[src/rtl/qkud_pkg.sv]
// Package: shared types, codes and constants of the query keyword URL decoder.
package qkud_pkg;

  localparam int unsigned MaxRes = 3;
  localparam int unsigned KeyLen = 8;
  localparam logic [7:0] MaxLenReset = 8'd39;

  localparam logic [7:0] ChQmark = 8'h3F;
  localparam logic [7:0] ChPlus  = 8'h2B;
  localparam logic [7:0] ChPct   = 8'h25;
  localparam logic [7:0] ChAmp   = 8'h26;
  localparam logic [7:0] ChSpace = 8'h20;
  localparam logic [7:0] ChK     = 8'h6B;

  // register index, decoded from paddr[2]
  localparam logic RegMaxLen = 1'b0;

  typedef enum logic [1:0] {
    PH_SEEK_Q = 2'd0,
    PH_MATCH  = 2'd1,
    PH_VALUE  = 2'd2,
    PH_DONE   = 2'd3
  } phase_e;

  typedef enum logic [1:0] {
    ESC_NONE  = 2'd0,
    ESC_PCT   = 2'd1,
    ESC_LOWER = 2'd2,
    ESC_OTHER = 2'd3
  } esc_e;

  typedef enum logic [1:0] {
    KIND_DATA      = 2'd0,
    KIND_FOUND     = 2'd1,
    KIND_NOT_FOUND = 2'd2
  } kind_e;

  // results caused by one item, plus the running emitted count
  typedef struct packed {
    logic [MaxRes-1:0][7:0] bytes;
    kind_e [MaxRes-1:0]     kinds;
    logic [1:0]             n;
    logic [7:0]             cnt;
  } res_acc_t;

  function automatic logic [7:0] key_char(input logic [2:0] idx);
    logic [7:0] c;
    case (idx)
      3'd0:    c = 8'h6B; // k
      3'd1:    c = 8'h65; // e
      3'd2:    c = 8'h79; // y
      3'd3:    c = 8'h77; // w
      3'd4:    c = 8'h6F; // o
      3'd5:    c = 8'h72; // r
      3'd6:    c = 8'h64; // d
      default: c = 8'h3D; // =
    endcase
    return c;
  endfunction

endpackage

[src/rtl/qkud_core.sv]
// Input register, request state and single-pass decode of one item.
module qkud_core (
  input  logic                clk_i,
  input  logic                rst_ni,
  input  logic                in_valid_i,
  output logic                in_ready_o,
  input  logic [7:0]          in_byte_i,
  input  logic                in_eor_i,
  input  logic [7:0]          max_len_i,
  input  logic                buf_free_i,
  output logic                res_load_o,
  output qkud_pkg::res_acc_t  res_o
);

  logic                  s1_valid_q;
  logic [7:0]            s1_byte_q;
  logic                  s1_eor_q;
  qkud_pkg::phase_e      phase_q, phase_d;
  logic [3:0]            kmc_q, kmc_d;
  qkud_pkg::esc_e        esc_q, esc_d;
  logic [3:0]            fhd_q, fhd_d;
  logic [7:0]            cnt_q;
  qkud_pkg::res_acc_t    acc;
  logic                  fire;
  logic                  hex_ok;
  logic                  hex_lower;
  logic [3:0]            hex_v;

  function automatic qkud_pkg::res_acc_t put_res(input qkud_pkg::res_acc_t a,
                                                 input logic [7:0] b,
                                                 input qkud_pkg::kind_e k);
    qkud_pkg::res_acc_t r;
    r = a;
    r.bytes[a.n] = b;
    r.kinds[a.n] = k;
    r.n = a.n + 2'd1;
    return r;
  endfunction

  function automatic qkud_pkg::res_acc_t put_data(input qkud_pkg::res_acc_t a,
                                                  input logic [7:0] b,
                                                  input logic [7:0] lim);
    qkud_pkg::res_acc_t r;
    r = a;
    if (a.cnt < lim) begin
      r = put_res(a, b, qkud_pkg::KIND_DATA);
      r.cnt = a.cnt + 8'd1;
    end
    return r;
  endfunction

  function automatic logic [7:0] digit_char(input logic [3:0] v, input logic lower);
    logic [7:0] c;
    if (v < 4'd10) c = 8'h30 + {4'd0, v};
    else if (lower) c = 8'h57 + {4'd0, v};
    else c = 8'h37 + {4'd0, v};
    return c;
  endfunction

  // emits a pending escape literally
  function automatic qkud_pkg::res_acc_t flush(input qkud_pkg::res_acc_t a,
                                               input qkud_pkg::esc_e e,
                                               input logic [3:0] f,
                                               input logic [7:0] lim);
    qkud_pkg::res_acc_t r;
    r = a;
    if (e != qkud_pkg::ESC_NONE) begin
      r = put_data(r, qkud_pkg::ChPct, lim);
      if (e != qkud_pkg::ESC_PCT) begin
        r = put_data(r, digit_char(f, e == qkud_pkg::ESC_LOWER), lim);
      end
    end
    return r;
  endfunction

  // hex digit classification
  always_comb begin
    hex_ok    = 1'b1;
    hex_lower = 1'b0;
    hex_v     = 4'd0;
    if (s1_byte_q >= 8'h30 && s1_byte_q <= 8'h39) begin
      hex_v = s1_byte_q[3:0];
    end else if (s1_byte_q >= 8'h41 && s1_byte_q <= 8'h46) begin
      hex_v = s1_byte_q[3:0] + 4'd9;
    end else if (s1_byte_q >= 8'h61 && s1_byte_q <= 8'h66) begin
      hex_v     = s1_byte_q[3:0] + 4'd9;
      hex_lower = 1'b1;
    end else begin
      hex_ok = 1'b0;
    end
  end

  always_comb begin
    logic do_plain;
    acc       = '0;
    acc.cnt   = cnt_q;
    phase_d   = phase_q;
    kmc_d     = kmc_q;
    esc_d     = esc_q;
    fhd_d     = fhd_q;
    do_plain  = 1'b0;
    if (s1_eor_q) begin
      if (phase_q == qkud_pkg::PH_VALUE) acc = flush(acc, esc_q, fhd_q, max_len_i);
      acc = put_res(acc, 8'd0,
                    (phase_q == qkud_pkg::PH_VALUE || phase_q == qkud_pkg::PH_DONE) ?
                    qkud_pkg::KIND_FOUND : qkud_pkg::KIND_NOT_FOUND);
      phase_d = qkud_pkg::PH_SEEK_Q;
      kmc_d   = 4'd0;
      esc_d   = qkud_pkg::ESC_NONE;
      fhd_d   = 4'd0;
      acc.cnt = 8'd0;
    end else begin
      unique case (phase_q)
        qkud_pkg::PH_SEEK_Q: begin
          if (s1_byte_q == qkud_pkg::ChQmark) phase_d = qkud_pkg::PH_MATCH;
        end
        qkud_pkg::PH_MATCH: begin
          if (kmc_q < 4'(qkud_pkg::KeyLen) && s1_byte_q == qkud_pkg::key_char(kmc_q[2:0])) begin
            kmc_d = kmc_q + 4'd1;
            if (kmc_d == 4'(qkud_pkg::KeyLen)) begin
              phase_d = qkud_pkg::PH_VALUE;
              kmc_d   = 4'd0;
            end
          end else begin
            kmc_d = (s1_byte_q == qkud_pkg::ChK) ? 4'd1 : 4'd0;
          end
        end
        qkud_pkg::PH_VALUE: begin
          if (s1_byte_q == qkud_pkg::ChAmp || s1_byte_q == qkud_pkg::ChSpace) begin
            acc     = flush(acc, esc_q, fhd_q, max_len_i);
            esc_d   = qkud_pkg::ESC_NONE;
            fhd_d   = 4'd0;
            phase_d = qkud_pkg::PH_DONE;
          end else if (esc_q == qkud_pkg::ESC_PCT && hex_ok) begin
            fhd_d = hex_v;
            esc_d = hex_lower ? qkud_pkg::ESC_LOWER : qkud_pkg::ESC_OTHER;
          end else if (esc_q != qkud_pkg::ESC_NONE && esc_q != qkud_pkg::ESC_PCT && hex_ok) begin
            acc   = put_data(acc, {fhd_q, hex_v}, max_len_i);
            esc_d = qkud_pkg::ESC_NONE;
            fhd_d = 4'd0;
          end else begin
            acc      = flush(acc, esc_q, fhd_q, max_len_i);
            esc_d    = qkud_pkg::ESC_NONE;
            fhd_d    = 4'd0;
            do_plain = 1'b1;
          end
          if (do_plain) begin
            if (s1_byte_q == qkud_pkg::ChPct) esc_d = qkud_pkg::ESC_PCT;
            else if (s1_byte_q == qkud_pkg::ChPlus) acc = put_data(acc, qkud_pkg::ChSpace, max_len_i);
            else acc = put_data(acc, s1_byte_q, max_len_i);
          end
        end
        default: ; // value done: bytes ignored until end of request
      endcase
    end
  end

  // an item with no result retires without waiting for the result buffer
  assign fire       = s1_valid_q && (acc.n == 2'd0 || buf_free_i);
  assign in_ready_o = !s1_valid_q || fire;
  assign res_load_o = fire && (acc.n != 2'd0);
  assign res_o      = acc;

  always_ff @(posedge clk_i or negedge rst_ni) begin
    if (!rst_ni) begin
      s1_valid_q <= 1'b0;
      phase_q    <= qkud_pkg::PH_SEEK_Q;
      kmc_q      <= 4'd0;
      esc_q      <= qkud_pkg::ESC_NONE;
      fhd_q      <= 4'd0;
      cnt_q      <= 8'd0;
    end else begin
      if (in_ready_o) s1_valid_q <= in_valid_i;
      if (fire) begin
        phase_q <= phase_d;
        kmc_q   <= kmc_d;
        esc_q   <= esc_d;
        fhd_q   <= fhd_d;
        cnt_q   <= acc.cnt;
      end
    end
  end

  always_ff @(posedge clk_i) begin
    if (in_valid_i && in_ready_o) begin
      s1_byte_q <= in_byte_i;
      s1_eor_q  <= in_eor_i;
    end
  end

endmodule

[src/rtl/qkud_res_buf.sv]
// Result register: holds up to three results of one item and hands them out in order.
module qkud_res_buf (
  input  logic                clk_i,
  input  logic                rst_ni,
  input  logic                load_i,
  input  qkud_pkg::res_acc_t  res_i,
  output logic                free_o,
  output logic                valid_o,
  input  logic                ready_i,
  output logic [7:0]          byte_o,
  output logic [1:0]          kind_o,
  output logic                last_o
);

  logic [qkud_pkg::MaxRes-1:0][7:0] bytes_q;
  qkud_pkg::kind_e [qkud_pkg::MaxRes-1:0] kinds_q;
  logic [1:0] n_q;
  logic [1:0] idx_q;
  logic       take;

  assign valid_o = (n_q != 2'd0);
  assign last_o  = (idx_q == n_q - 2'd1);
  assign byte_o  = bytes_q[idx_q];
  assign kind_o  = kinds_q[idx_q];
  assign take    = valid_o && ready_i;
  assign free_o  = !valid_o || (take && last_o);

  always_ff @(posedge clk_i or negedge rst_ni) begin
    if (!rst_ni) begin
      n_q   <= 2'd0;
      idx_q <= 2'd0;
    end else if (load_i) begin
      n_q   <= res_i.n;
      idx_q <= 2'd0;
    end else if (take) begin
      if (last_o) n_q <= 2'd0;
      else idx_q <= idx_q + 2'd1;
    end
  end

  always_ff @(posedge clk_i) begin
    if (load_i) begin
      bytes_q <= res_i.bytes;
      kinds_q <= res_i.kinds;
    end
  end

endmodule

[src/rtl/query_keyword_url_decoder.sv]
// Top level: query keyword URL decoder with stream ports and an APB register port.
//
//  channel  | dir | handshake              | payload
//  ---------+-----+------------------------+----------------------------------------
//  s_axis   | in  | s_axis_tvalid/tready   | tdata = in_byte, tlast = end_of_request
//  m_axis   | out | m_axis_tvalid/tready   | tdata = out_byte, tuser = result_kind,
//           |     |                        | tlast = last
//  apb      | in  | psel/penable/pready    | reg 0 at 0x0: max_len[7:0]
//
// An item is held in the input register, then is decoded in a single pass
// into the result register. Items with at most one result sustain one per cycle
// unless the output stalls; an item with several results holds the result register
// until its last result is taken, stalling the input. Items with no result never
// wait on the output. Reset clears the request state and sets max_len to 39. A stalled
// output holds its item; the input register keeps accepting as long as it can drain.
module query_keyword_url_decoder (
  input  logic        clk_i,
  input  logic        rst_ni,
  // stream in
  input  logic        s_axis_tvalid,
  output logic        s_axis_tready,
  input  logic [7:0]  s_axis_tdata,   // [7:0] in_byte
  input  logic        s_axis_tlast,   // end_of_request
  // stream out
  output logic        m_axis_tvalid,
  input  logic        m_axis_tready,
  output logic [7:0]  m_axis_tdata,   // [7:0] out_byte
  output logic [1:0]  m_axis_tuser,   // [1:0] result_kind
  output logic        m_axis_tlast,   // last result of the item
  // APB
  input  logic        psel,
  input  logic        penable,
  input  logic        pwrite,
  input  logic [2:0]  paddr,
  input  logic [31:0] pwdata,
  output logic [31:0] prdata,
  output logic        pready
);

  logic               [7:0] max_len_q;
  logic                     buf_free;
  logic                     res_load;
  qkud_pkg::res_acc_t       res;
  logic                     cfg_wr;

  assign pready = 1'b1;
  assign cfg_wr = psel && penable && pwrite && pready && (paddr[2] == qkud_pkg::RegMaxLen);
  assign prdata = (paddr[2] == qkud_pkg::RegMaxLen) ? {24'd0, max_len_q} : 32'd0;

  always_ff @(posedge clk_i or negedge rst_ni) begin
    if (!rst_ni) begin
      max_len_q <= qkud_pkg::MaxLenReset;
    end else if (cfg_wr) begin
      max_len_q <= pwdata[7:0];
    end
  end

  qkud_core u_core (
    .clk_i      (clk_i),
    .rst_ni     (rst_ni),
    .in_valid_i (s_axis_tvalid),
    .in_ready_o (s_axis_tready),
    .in_byte_i  (s_axis_tdata),
    .in_eor_i   (s_axis_tlast),
    .max_len_i  (max_len_q),
    .buf_free_i (buf_free),
    .res_load_o (res_load),
    .res_o      (res)
  );

  qkud_res_buf u_res_buf (
    .clk_i   (clk_i),
    .rst_ni  (rst_ni),
    .load_i  (res_load),
    .res_i   (res),
    .free_o  (buf_free),
    .valid_o (m_axis_tvalid),
    .ready_i (m_axis_tready),
    .byte_o  (m_axis_tdata),
    .kind_o  (m_axis_tuser),
    .last_o  (m_axis_tlast)
  );

endmodule

[config.mk]
export PLATFORM = sky130hd
export DESIGN_NAME = query_keyword_url_decoder
export DESIGN_NICKNAME = d
export VERILOG_FILES = /design/src/rtl/qkud_pkg.sv /design/src/rtl/qkud_core.sv /design/src/rtl/qkud_res_buf.sv /design/src/rtl/query_keyword_url_decoder.sv
export SDC_FILE = /design/constraint.sdc
export NUM_CORES = 1
export LEC_CHECK = 0
export ABC_AREA = 1
export BUFFER_PORTS_ARGS = -buffer_cell sky130_fd_sc_hd__buf_2
export CAP_MARGIN = 0
export CORE_ASPECT_RATIO = 0.6
export CORE_MARGIN = 10
export CORE_UTILIZATION = 60
export CTS_BUF_LIST = sky130_fd_sc_hd__clkbuf_4
export CTS_CLUSTER_SIZE = 24
export DETAILED_ROUTE_END_ITERATION = 6
export PLACE_DENSITY = 0.95
export SLEW_MARGIN = 10
export SYNTH_ARGS = -nofsm -noshare
export SYNTH_HDL_FRONTEND = slang
export SYNTH_SLANG_ARGS = --single-unit
[constraint.sdc]
create_clock -name clk_i -period 6.6 [get_ports clk_i]
set_clock_uncertainty 0.15 [all_clocks]
set_input_delay 0.33 -clock clk_i [delete_from_list [all_inputs] [get_ports clk_i]]
set_output_delay 0.33 -clock clk_i [all_outputs]
set_load 0.03 [all_outputs]
==> metrics.md, run 1 <==
| Metric | Value |
|---|---|
| Final Cycle Share | `96.9%` |
| Fin nets | `1,023` |
| Largest cells by area after synthesis | `edfxtp_1 (19%), dfrtp_1 (12%), nand2_1 (10%)` |
| Starting density of the core | `62.5%` |
| CP max stage delay | `540 ps` |
| Async S/R FF share, synth | `45.8%` |
| Hold WC Path Type | `input port to flip-flop` |
| Total GRT Usage | `23.7%` |
| Core Area | `0.00998 sq mm` |
| HPWL Detailed | `13.6 mm` |
| CTS root buffer | `clkbuf_4` |
| Post-synth EDFFs | `39` |
| Vias per cell | `5.90` |
| Worst-Margin Slew | `991 ps` |
| Residual DRC count | `31` |
| Die width | `152 microns` |
| GPL Wtd Cong | `0.990` |
| Fmax | `156 MHz` |
| Required @ worst endpoint | `6120 ps` |
| Initial antenna violation count | `0` |
| Largest area contributor in the netlist | `edfxtp_1` |
| P&R area growth vs syn | `9.95%` |
| Status | `finished, violations left` |
| Minimum clock period | `6400 ps` |
| Port Buf Inserts | `45` |
| P_sw | `765 uW` |
| Most used DFF post-synth | `edfxtp_1` |
| Peak supply drop | `0.192 mV` |
| Reg clk slew, reported paths | `130 ps` |
| Pleak | `3.37 nW` |
| Failing checks | `DRC` |
| # diodes | `0` |
| Share of cells above drive strength 1 | `13.1%` |
| Gate power share | `43.2%` |
| Flop pwr share | `39.9%` |
| Crit end category | `output pin` |
| Post-DRT Antenna Nets | `0` |
| Final Hold Fails | `0` |
| H-tree depth | `3` |
| Final wirelength | `18.3 mm` |
| GR peak layer | `met2` |
| Vias | `6,286` |
| Int Power | `844 uW` |
| Placed insts | `1,031` |
| Clock power frac | `16.8%` |
| Avg WL per Cell | `17.2 microns` |
| Most common cell on crit path | `inv_1` |
| Die ar. | `0.0150 sq mm` |
| DRT Pass-1 Iters | `7` |
| Final cell count without fillers | `1,066` |
| Seq/Total Area, Yosys | `32.1%` |
| Final TNS setup | `0 ps` |
| Remaining Overflow, GRT | `0` |
| Finish-stage setup viols | `0` |
| Clk sinks | `72` |
| Synth top area share | `18.8%` |
| Max Cap Viol | `0` |
| Row Count | `28` |
| Count of cell types in the netlist | `52` |
| Mapped Cells | `868` |
| Met2 Track Usage GR | `34.0%` |
| Die height | `99.0 microns` |
| CP Launch Type | `flip-flop` |
| Largest net degree at the start of global routing | `34` |
| Max clock buf depth | `2` |
| Dpl ws | `617 ps` |
| Pwr/cell area | `235 mW/mm^2` |
| Vias in the first global route | `5,722` |
| Crit path DAT | `5920 ps` |
| Clock Latency Late Sink | `480 ps` |
| Sw frac | `47.5%` |
| CTS tree | `yes` |
| Worst setup margin | `202 ps` |
| Initial drt markers | `921` |
| Post-layout power | `1.61 mW` |
| Post-Syn Area per Cell | `7.18 sq um` |
| Boundary pin count | `97` |
| Total CTS buffers | `9` |
| GR Util met3 | `9.45%` |
| First-pass GRT wire length | `28.8 mm` |
| Grt met1 use | `32.7%` |
| Max Slew Vio Count | `0` |
| CP Class | `flip-flop to output pin` |
| Critical-path top delay cell | `dfstp_2` |
| Post-Syn Area | `0.00624 sq mm` |
| #FFs+latches synth | `72` |
| CP Max Fanout | `7` |
| Ys Warns | `0` |
| Relative max-transition margin | `33.9%` |
cells in the mapped netlist, types with 2 or more instances:
cell	number
nand2_1	167
inv_1	123
nor2_1	116
ha_1	46
nand3_1	46
o21ai_0	43
edfxtp_1	39
a21oi_1	37
dfrtp_1	29
nand4_1	29
buf_4	27
xor2_1	21
clkbuf_1	18
nor3_1	17
o31ai_1	15
o22ai_1	13
nand2_2	7
inv_2	5
nor4_1	5
a211oi_1	4
buf_2	4
dfstp_2	4
nor2_2	4
o211ai_1	4
buf_6	3
nand3_2	3
o21ai_1	3
o221ai_1	3
and3_1	2
conb_1	2
inv_4	2
nand3b_1	2
nor2_4	2
nor3b_1	2
o2111ai_1	2
o21a_1	2
xnor2_1	2
state kept, by name, indices dropped and copies added (netlist names):
register,count
u_core.fhd_q,4
u_core.s1_valid_q,1
u_core.esc_q,2
u_core.s1_eor_q,1
u_core.cnt_q,8
u_res_buf.idx_q,2
u_core.phase_q,2
u_res_buf.kinds_q,6
u_res_buf.bytes_q,24
max_len_q,8
u_core.kmc_q,4
u_core.s1_byte_q,8
u_res_buf.n_q,2
worst max-delay path, delay by kind of cell, from the launching register on:
family          cells  cell delay [ps]
xor+xnor            2              310
buf+inv             8             1090
flops               1              540
simple gates       14             1650
fa+ha+maj           3              920
compound gates      5              920
final timing paths:
check                           slack (ps)  cells after the start                              to                   startpoint
worst min-delay path                    10                      3        max_len_q[7]$_DFFE_PN0P_                    pwdata[7]
worst max-delay path                   200                     32                   s_axis_tready     max_len_q[5]$_DFFE_PN1P_
max in group asynchronous             5420                      2     u_core.esc_q[1]$_DFFE_PN0P_                       rst_ni
worst min register to register         350                      2     u_core.kmc_q[3]$_DFFE_PN0P_  u_core.kmc_q[3]$_DFFE_PN0P_
worst max register to register         560                     31  u_res_buf.bytes_q[2]$_DFFE_PP_     max_len_q[5]$_DFFE_PN1P_
min in group asynchronous              330                      2        max_len_q[3]$_DFFE_PN0P_                       rst_ni
area by class of cell:
class / instances / area [sq um]
multi-input combinational: 636 / 3540
fill: 810 / 3130
inverter: 131 / 497
tap: 135 / 169
clock inverter: 7 / 60.1
clock buffer: 9 / 67.6
timing repair buffer: 76 / 522
sequential: 72 / 2000
routing by layer:
metal | routed length, microns | vias to the layer above | share of wire, %
li1 | - | 2941 | -
met1 | 7390 | 2853 | 40
met2 | 7650 | 436 | 42
met4 | 382 | 0 | 2.1
met5 | 0 | - | 0
met3 | 2880 | 56 | 16
metrics by stage:
stage | cell area (sq um) | hold WS, ps | utilization [%]
floorplan | 6320 | -116 | -
global placement | 6490 | 305 | 65.1
detailed placement | 6490 | 314 | 65.1
CTS | 6800 | 16.9 | 68.1
global route | 6860 | 25.7 | 68.7
finish | 6860 | 11.6 | 68.7
kinds of logic after synthesis:
group	share of synthesized area (%)
simple gates	28.9
compound gates	13.3
flops	32.1
xor+xnor	3.23
buf+inv	13.2
fa+ha+maj	9.23
other cells	0.120
cell usage in the layout, fill, tap and decap left out, types with 3 or more instances in the layout:
cell type / Yosys / layout
inv_1: 123 / 121
buf_2: 4 / 44
o21ai_1: 3 / 4
inv_2: 5 / 7
o21ai_0: 43 / 42
inv_6: 0 / 4
nand3_2: 3 / 5
dfstp_2: 4 / 4
ha_1: 46 / 46
a21oi_1: 37 / 36
o22ai_1: 13 / 13
nand4_1: 29 / 29
nor3_1: 17 / 17
dfrtp_1: 29 / 29
nor2_2: 4 / 7
nor2_1: 116 / 113
clkbuf_4: 0 / 9
buf_4: 27 / 12
nor4_1: 5 / 4
edfxtp_1: 39 / 39
o211ai_1: 4 / 4
nand2_2: 7 / 8
nand3_1: 46 / 44
nand2_1: 167 / 166
dlygate4sd3_1: 0 / 18
o31ai_1: 15 / 15
xor2_1: 21 / 21
conb_1: 2 / 25
o221ai_1: 3 / 3
power groups by stage:
stage               Sequential (mW)  Clock [mW]  Combinational (mW)
floorplan                     0.594           0               0.542
global placement              0.644           0               0.652
detailed placement            0.648           0               0.668
CTS                           0.639       0.274               0.681
global route                  0.651       0.291               0.760
finish                        0.643       0.271               0.696
what timing repair did:
item,4_1_cts,5_1_grt
resized for setup,0,16
endpoints found under the hold margin,46,0
setup buffers,0,1
hold buffers,18,0
endpoints found under the setup margin,0,2
(Power assumes the default switching activity.)
==> run 2, diff against run 1 <==
- CAP_MARGIN: 0 -> 10
- HOLD_SLACK_MARGIN: not set -> 0.03
- TNS_END_PERCENT: not set -> 100
==> run 2 against run 1 <==
Effect of this change:
- the flow now finishes without violations
- critical endpoint unchanged
- via count decreased by 0.13%
- largest cell class unchanged
- design area grew 0.16%
- sequential share of layout area is essentially flat
- non-clock buffer count up 1
- first-iteration DRC count up 2.2%
- combinational power about the same
- setup slack worse by 25 ps
- count of clock-buffer cells in the layout unchanged
==> metrics.md, run 2 (same netlist as run 1, synthesis figures left out) <==
| Metric | Value |
|---|---|
| Initial drt markers | `941` |
| Max Slew Vio Count | `0` |
| Fillers | `808` |
| Final Cycle Share | `97.3%` |
| Clk sinks | `72` |
| Starting density of the core | `62.5%` |
| Largest net degree at the start of global routing | `34` |
| Flop pwr share | `39.9%` |
| Pwr/cell area | `235 mW/mm^2` |
| Remaining Overflow, GRT | `0` |
| Clock Latency Late Sink | `470 ps` |
| Hold WS | `182 ps` |
| CP Class | `flip-flop to output pin` |
| Max clock buf depth | `2` |
| DRT Pass-1 Iters | `7` |
| Dpl ws | `617 ps` |
| Total CTS buffers | `9` |
| Minimum clock period | `6420 ps` |
| Final wirelength | `18.4 mm` |
| Final cell count without fillers | `1,067` |
| Clock power frac | `16.8%` |
| Vias | `6,278` |
| Fin util | `68.8%` |
| Peak supply drop | `0.192 mV` |
| Boundary pin count | `97` |
| Status | `finished clean` |
| Max FFs per register | `24` |
| Row Count | `28` |
| Avg WL per Cell | `17.2 microns` |
| Sw frac | `47.6%` |
| CP max stage delay | `540 ps` |
| Met3 routed WL | `2.79 mm` |
| Met2 WL post-DR | `7.68 mm` |
| Placed insts | `1,031` |
| Share of cells above drive strength 1 | `13.0%` |
| Relative max-transition margin | `32.4%` |
| GPL Wtd Cong | `0.990` |
| Max Cap Viol | `0` |
| CTS root buffer | `clkbuf_4` |
| Design area | `0.00687 sq mm` |
| CTS tree | `yes` |
| Area after DPL | `0.00649 sq mm` |
| Setup slack, reg-to-reg | `520 ps` |
| Gate power share | `43.2%` |
| Register area | `0.00200 sq mm` |
| Hold WC Path Type | `input port to flip-flop` |
| Die width | `152 microns` |
| Residual DRC count | `0` |
| Final TNS setup | `0 ps` |
| Reg with most FFs | `u_res_buf.bytes_q` |
| Most frequent cells in the layout | `nand2_1 (166), inv_1 (122), nor2_1 (114)` |
| Core Area | `0.00998 sq mm` |
| P&R area growth vs syn | `10.1%` |
| Die ar. | `0.0150 sq mm` |
| Final Hold Fails | `0` |
| Worst-Margin Slew | `1010 ps` |
| Vias in the first global route | `5,736` |
| Port Buf Inserts | `45` |
| Reg clk slew, reported paths | `140 ps` |
| Vias per cell | `5.88` |
| H-tree depth | `3` |
| Area of the multi-input gates | `0.00354 sq mm` |
| Pleak | `3.37 nW` |
| CP Launch Type | `flip-flop` |
| Fin nets | `1,024` |
| Worst setup margin | `177 ps` |
| Die height | `99.0 microns` |
| CP Max Fanout | `7` |
| Required @ worst endpoint | `6120 ps` |
| Int Power | `845 uW` |
| Post-DRT Antenna Nets | `0` |
| Initial antenna violation count | `0` |
| Finish-stage setup viols | `0` |
| Critical-path top delay cell | `dfstp_2` |
| Total GRT Usage | `23.8%` |
| Commonest non-fill, non-tap cell in the layout | `nand2_1` |
| M1 WL | `7.51 mm` |
| # diodes | `0` |
| HPWL Detailed | `13.6 mm` |
| Top layer in use | `met4` |
| First-pass GRT wire length | `28.9 mm` |
| P_sw | `766 uW` |
| Post-layout power | `1.61 mW` |
| Fmax | `156 MHz` |
| Crit path DAT | `5940 ps` |
| Crit end category | `output pin` |
[run 2: cell count changes in the layout (fill, tap and decap cells not counted)]
cell | before | now
nor2_2 | 7 | 6
a21oi_2 | 2 | 3
inv_1 | 121 | 122
nor2_1 | 113 | 114
inv_2 | 7 | 6
a21oi_1 | 36 | 35
dlygate4sd3_1 | 18 | 19
[run 2: power by group through the flow]
stage / registers, mW / clock network [mW] / logic [mW]
finish: 0.643 / 0.271 / 0.697
global route: 0.651 / 0.291 / 0.761
CTS: 0.639 / 0.274 / 0.682
detailed placement: 0.648 / 0 / 0.668
global placement: 0.644 / 0 / 0.652
floorplan: 0.594 / 0 / 0.542
[run 2: layout make-up]
type,count,area share (%)
Multi-Input combinational cell,636,51.6
Tap cell,135,2.46
Clock inverter,7,0.874
Clock buffer,9,0.984
Sequential cell,72,29.1
Timing Repair Buffer,77,7.74
Inverter,131,7.23
[run 2: worst paths after layout]
kind	start	to	depth (start not counted)
max	max_len_q[5]$_DFFE_PN1P_	s_axis_tready	32
min	m_axis_tready	u_res_buf.n_q[0]$_DFFE_PN0P_	6
max reg2reg	max_len_q[5]$_DFFE_PN1P_	u_res_buf.bytes_q[2]$_DFFE_PP_	31
min reg2reg	u_core.kmc_q[3]$_DFFE_PN0P_	u_core.kmc_q[3]$_DFFE_PN0P_	2
max in group asynchronous	rst_ni	u_res_buf.n_q[1]$_DFFE_PN0P_	2
min in group asynchronous	rst_ni	max_len_q[3]$_DFFE_PN0P_	2
[run 2: worst max-delay path, delay by kind of cell, from the launching register on]
family / cells / cell delay [ps]
AO/OA/AOI/OAI: 6 / 920
XOR/XNOR: 2 / 380
flip-flops: 1 / 540
buffers and inverters: 6 / 890
AND/OR/NAND/NOR: 15 / 1750
adder cells (fa/ha/maj): 3 / 1010
[run 2: what timing repair did]
action                                  4_1_cts  5_1_grt
hold endpoints to repair                     47        0
hold buffers                                 19        0
buffers inserted                              0        1
endpoints found under the setup margin        0        2
resized for setup                             0       15
[run 2: per-layer routing]
| metal | GRT usage [%] | up-vias |
|---|---|---|
| li1 | - | 2946 |
| met1 | 32.7 | 2885 |
| met2 | 34.1 | 398 |
| met3 | 9.45 | 49 |
| met4 | 5.47 | 0 |
| met5 | 0 | - |
==> run 3, diff against run 2 <==
- CELL_PAD_IN_SITES_DETAIL_PLACEMENT: not set -> 0
- CELL_PAD_IN_SITES_GLOBAL_PLACEMENT: not set -> 1
- CORE_UTILIZATION: 60 -> 43
- PLACE_DENSITY: 0.95 -> 0.94
==> run 3 against run 2 <==
Effect of this change:
- setup slack better by 300 ps
- combinational power about the same
- sequential cell count unchanged
- design area up 1.8%
- highest routed layer unchanged
- cell count up 6.0%
- routed wire length down 3.4%
- first-iteration DRC count down 35%
- critical endpoint unchanged
==> metrics.md, run 3 (same netlist as run 1, synthesis figures left out) <==
| Metric | Value |
|---|---|
| Reg with most FFs | `u_res_buf.bytes_q` |
| CP max stage delay | `540 ps` |
| Required @ worst endpoint | `6120 ps` |
| Fin nets | `1,031` |
| Final TNS setup | `0 ps` |
| H-tree depth | `3` |
| Max Slew Vio Count | `0` |
| Crit end category | `output pin` |
| Peak supply drop | `0.149 mV` |
| Clk sinks | `72` |
| Vias in the first global route | `5,480` |
| Commonest non-fill, non-tap cell in the layout | `nand2_1` |
| Die height | `113 microns` |
| Total CTS buffers | `9` |
| Hold path depth | `6` |
| Die width | `175 microns` |
| Pleak | `3.42 nW` |
| GR peak layer | `met1` |
| Initial drt markers | `611` |
| Largest net degree at the start of global routing | `34` |
| Clock Latency Late Sink | `460 ps` |
| Max FFs per register | `24` |
| Final wirelength | `17.7 mm` |
| Final Cycle Share | `92.8%` |
| HPWL Detailed | `13.7 mm` |
| CTS tree | `yes` |
| Area after DPL | `0.00661 sq mm` |
| Avg WL per Cell | `15.7 microns` |
| Starting density of the core | `44.8%` |
| Minimum clock period | `6130 ps` |
| Fmax | `163 MHz` |
| P&R area growth vs syn | `12.1%` |
| DRT Pass-1 Iters | `5` |
| GPL Wtd Cong | `0.952` |
| Pwr/cell area | `236 mW/mm^2` |
| CP Class | `flip-flop to output pin` |
| CTS root buffer | `clkbuf_4` |
| Post-DRT Antenna Nets | `0` |
| Most common cell on crit path | `nand2_1` |
| Core Area | `0.0139 sq mm` |
| Initial antenna violation count | `0` |
| Worst-Margin Slew | `936 ps` |
| Design area | `0.00699 sq mm` |
| Share of cells above drive strength 1 | `13.0%` |
| Grt met1 use | `26.9%` |
| CP Max Fanout | `5` |
| Vias per cell | `5.27` |
| Residual DRC count | `0` |
| CP Launch Type | `flip-flop` |
| Boundary pin count | `97` |
| Worst Reg-to-Reg Cells | `36` |
| Critical-path top delay cell | `dfstp_2` |
| Die ar. | `0.0199 sq mm` |
| Port Buf Inserts | `45` |
| GR Util met3 | `5.71%` |
| Final Hold Fails | `0` |
| Relative max-transition margin | `37.6%` |
| Vias | `5,959` |
| Crit path DAT | `5650 ps` |
| Reg clk slew, reported paths | `150 ps` |
| Remaining Overflow, GRT | `0` |
| Hold WC Path Type | `input port to flip-flop` |
| Met2 Track Usage GR | `24.1%` |
| Row Count | `33` |
| Setup slack, reg-to-reg | `760 ps` |
| Total GRT Usage | `17.9%` |
| # diodes | `0` |
| Most frequent cells in the layout | `nand2_1 (167), inv_1 (122), nor2_1 (115)` |
| First-pass GRT wire length | `29.0 mm` |
| Status | `finished clean` |
| Post-layout power | `1.65 mW` |
| Finish-stage setup viols | `0` |
| Max clock buf depth | `2` |
| Max Cap Viol | `0` |
==> run 3: changes by cell type in the layout (fill, tap and decap cells not counted), moves of 2 or more <==
cell / previous run / this run
a21oi_1: 35 / 37
a21oi_2: 3 / 1
buf_4: 12 / 19
inv_6: 4 / 2
==> run 3: area by class of cell <==
cell class	count	area (sq um)
Fill cell	1419	6920
Multi-Input combinational cell	636	3520
Sequential cell	72	2000
Timing Repair Buffer	84	584
Inverter	131	497
Tap cell	192	240
Clock inverter	7	78.8
Clock buffer	9	67.6
==> run 3: final timing paths <==
| check | startpoint | endpoint |
|---|---|---|
| max | max_len_q[1]$_DFFE_PN1P_ | s_axis_tready |
| min | m_axis_tready | u_res_buf.n_q[0]$_DFFE_PN0P_ |
| max in group asynchronous | rst_ni | u_core.phase_q[1]$_DFFE_PN0P_ |
| max reg2reg | max_len_q[1]$_DFFE_PN1P_ | u_core.s1_byte_q[4]$_DFFE_PP_ |
| min reg2reg | u_core.kmc_q[3]$_DFFE_PN0P_ | u_core.kmc_q[3]$_DFFE_PN0P_ |
| min in group asynchronous | rst_ni | max_len_q[3]$_DFFE_PN0P_ |
==> run 3: what timing repair did <==
| item | CTS | global route |
|---|---|---|
| gates resized for setup | 0 | 9 |
| endpoints found under the setup margin | 0 | 10 |
| setup buffers | 0 | 2 |
| hold buffers | 19 | 0 |
| hold endpoints to repair | 47 | 0 |
==> run 3: worst max-delay path: cells and delay by family, from the launching register on <==
family | cells | cell delay [ps]
AND/OR/NAND/NOR | 20 | 1880
adder cells (fa/ha/maj) | 3 | 920
buffers and inverters | 6 | 880
AO/OA/AOI/OAI | 4 | 620
flip-flops | 1 | 540
XOR/XNOR | 2 | 330
==> run 3: through the flow <==
| step | utilization [%] | hold slack (ps) | worst slack, ps | cells |
|---|---|---|---|---|
| global placement | 47.5 | 306 | 756 | 1094 |
| global route | 50.3 | 190 | -16.0 | 1131 |
| floorplan | - | -116 | 509 | 891 |
| finish | 50.3 | 172 | 473 | 1131 |
| CTS | 49.9 | 132 | 156 | 1129 |
| detailed placement | 47.5 | 317 | 663 | 1094 |
==> run 3: layer usage <==
| metal | vias up | part of all wire [%] |
|---|---|---|
| li1 | 2965 | - |
| met1 | 2723 | 49 |
| met2 | 261 | 39 |
| met3 | 10 | 12 |
| met4 | 0 | 0.56 |
| met5 | - | 0 |
==> run 3: where the power goes <==
group / total [mW] / internal, mW / switching [mW]
sequential: 0.642 / 0.555 / 0.0866
clock: 0.309 / 0.120 / 0.189
combinational: 0.700 / 0.214 / 0.486
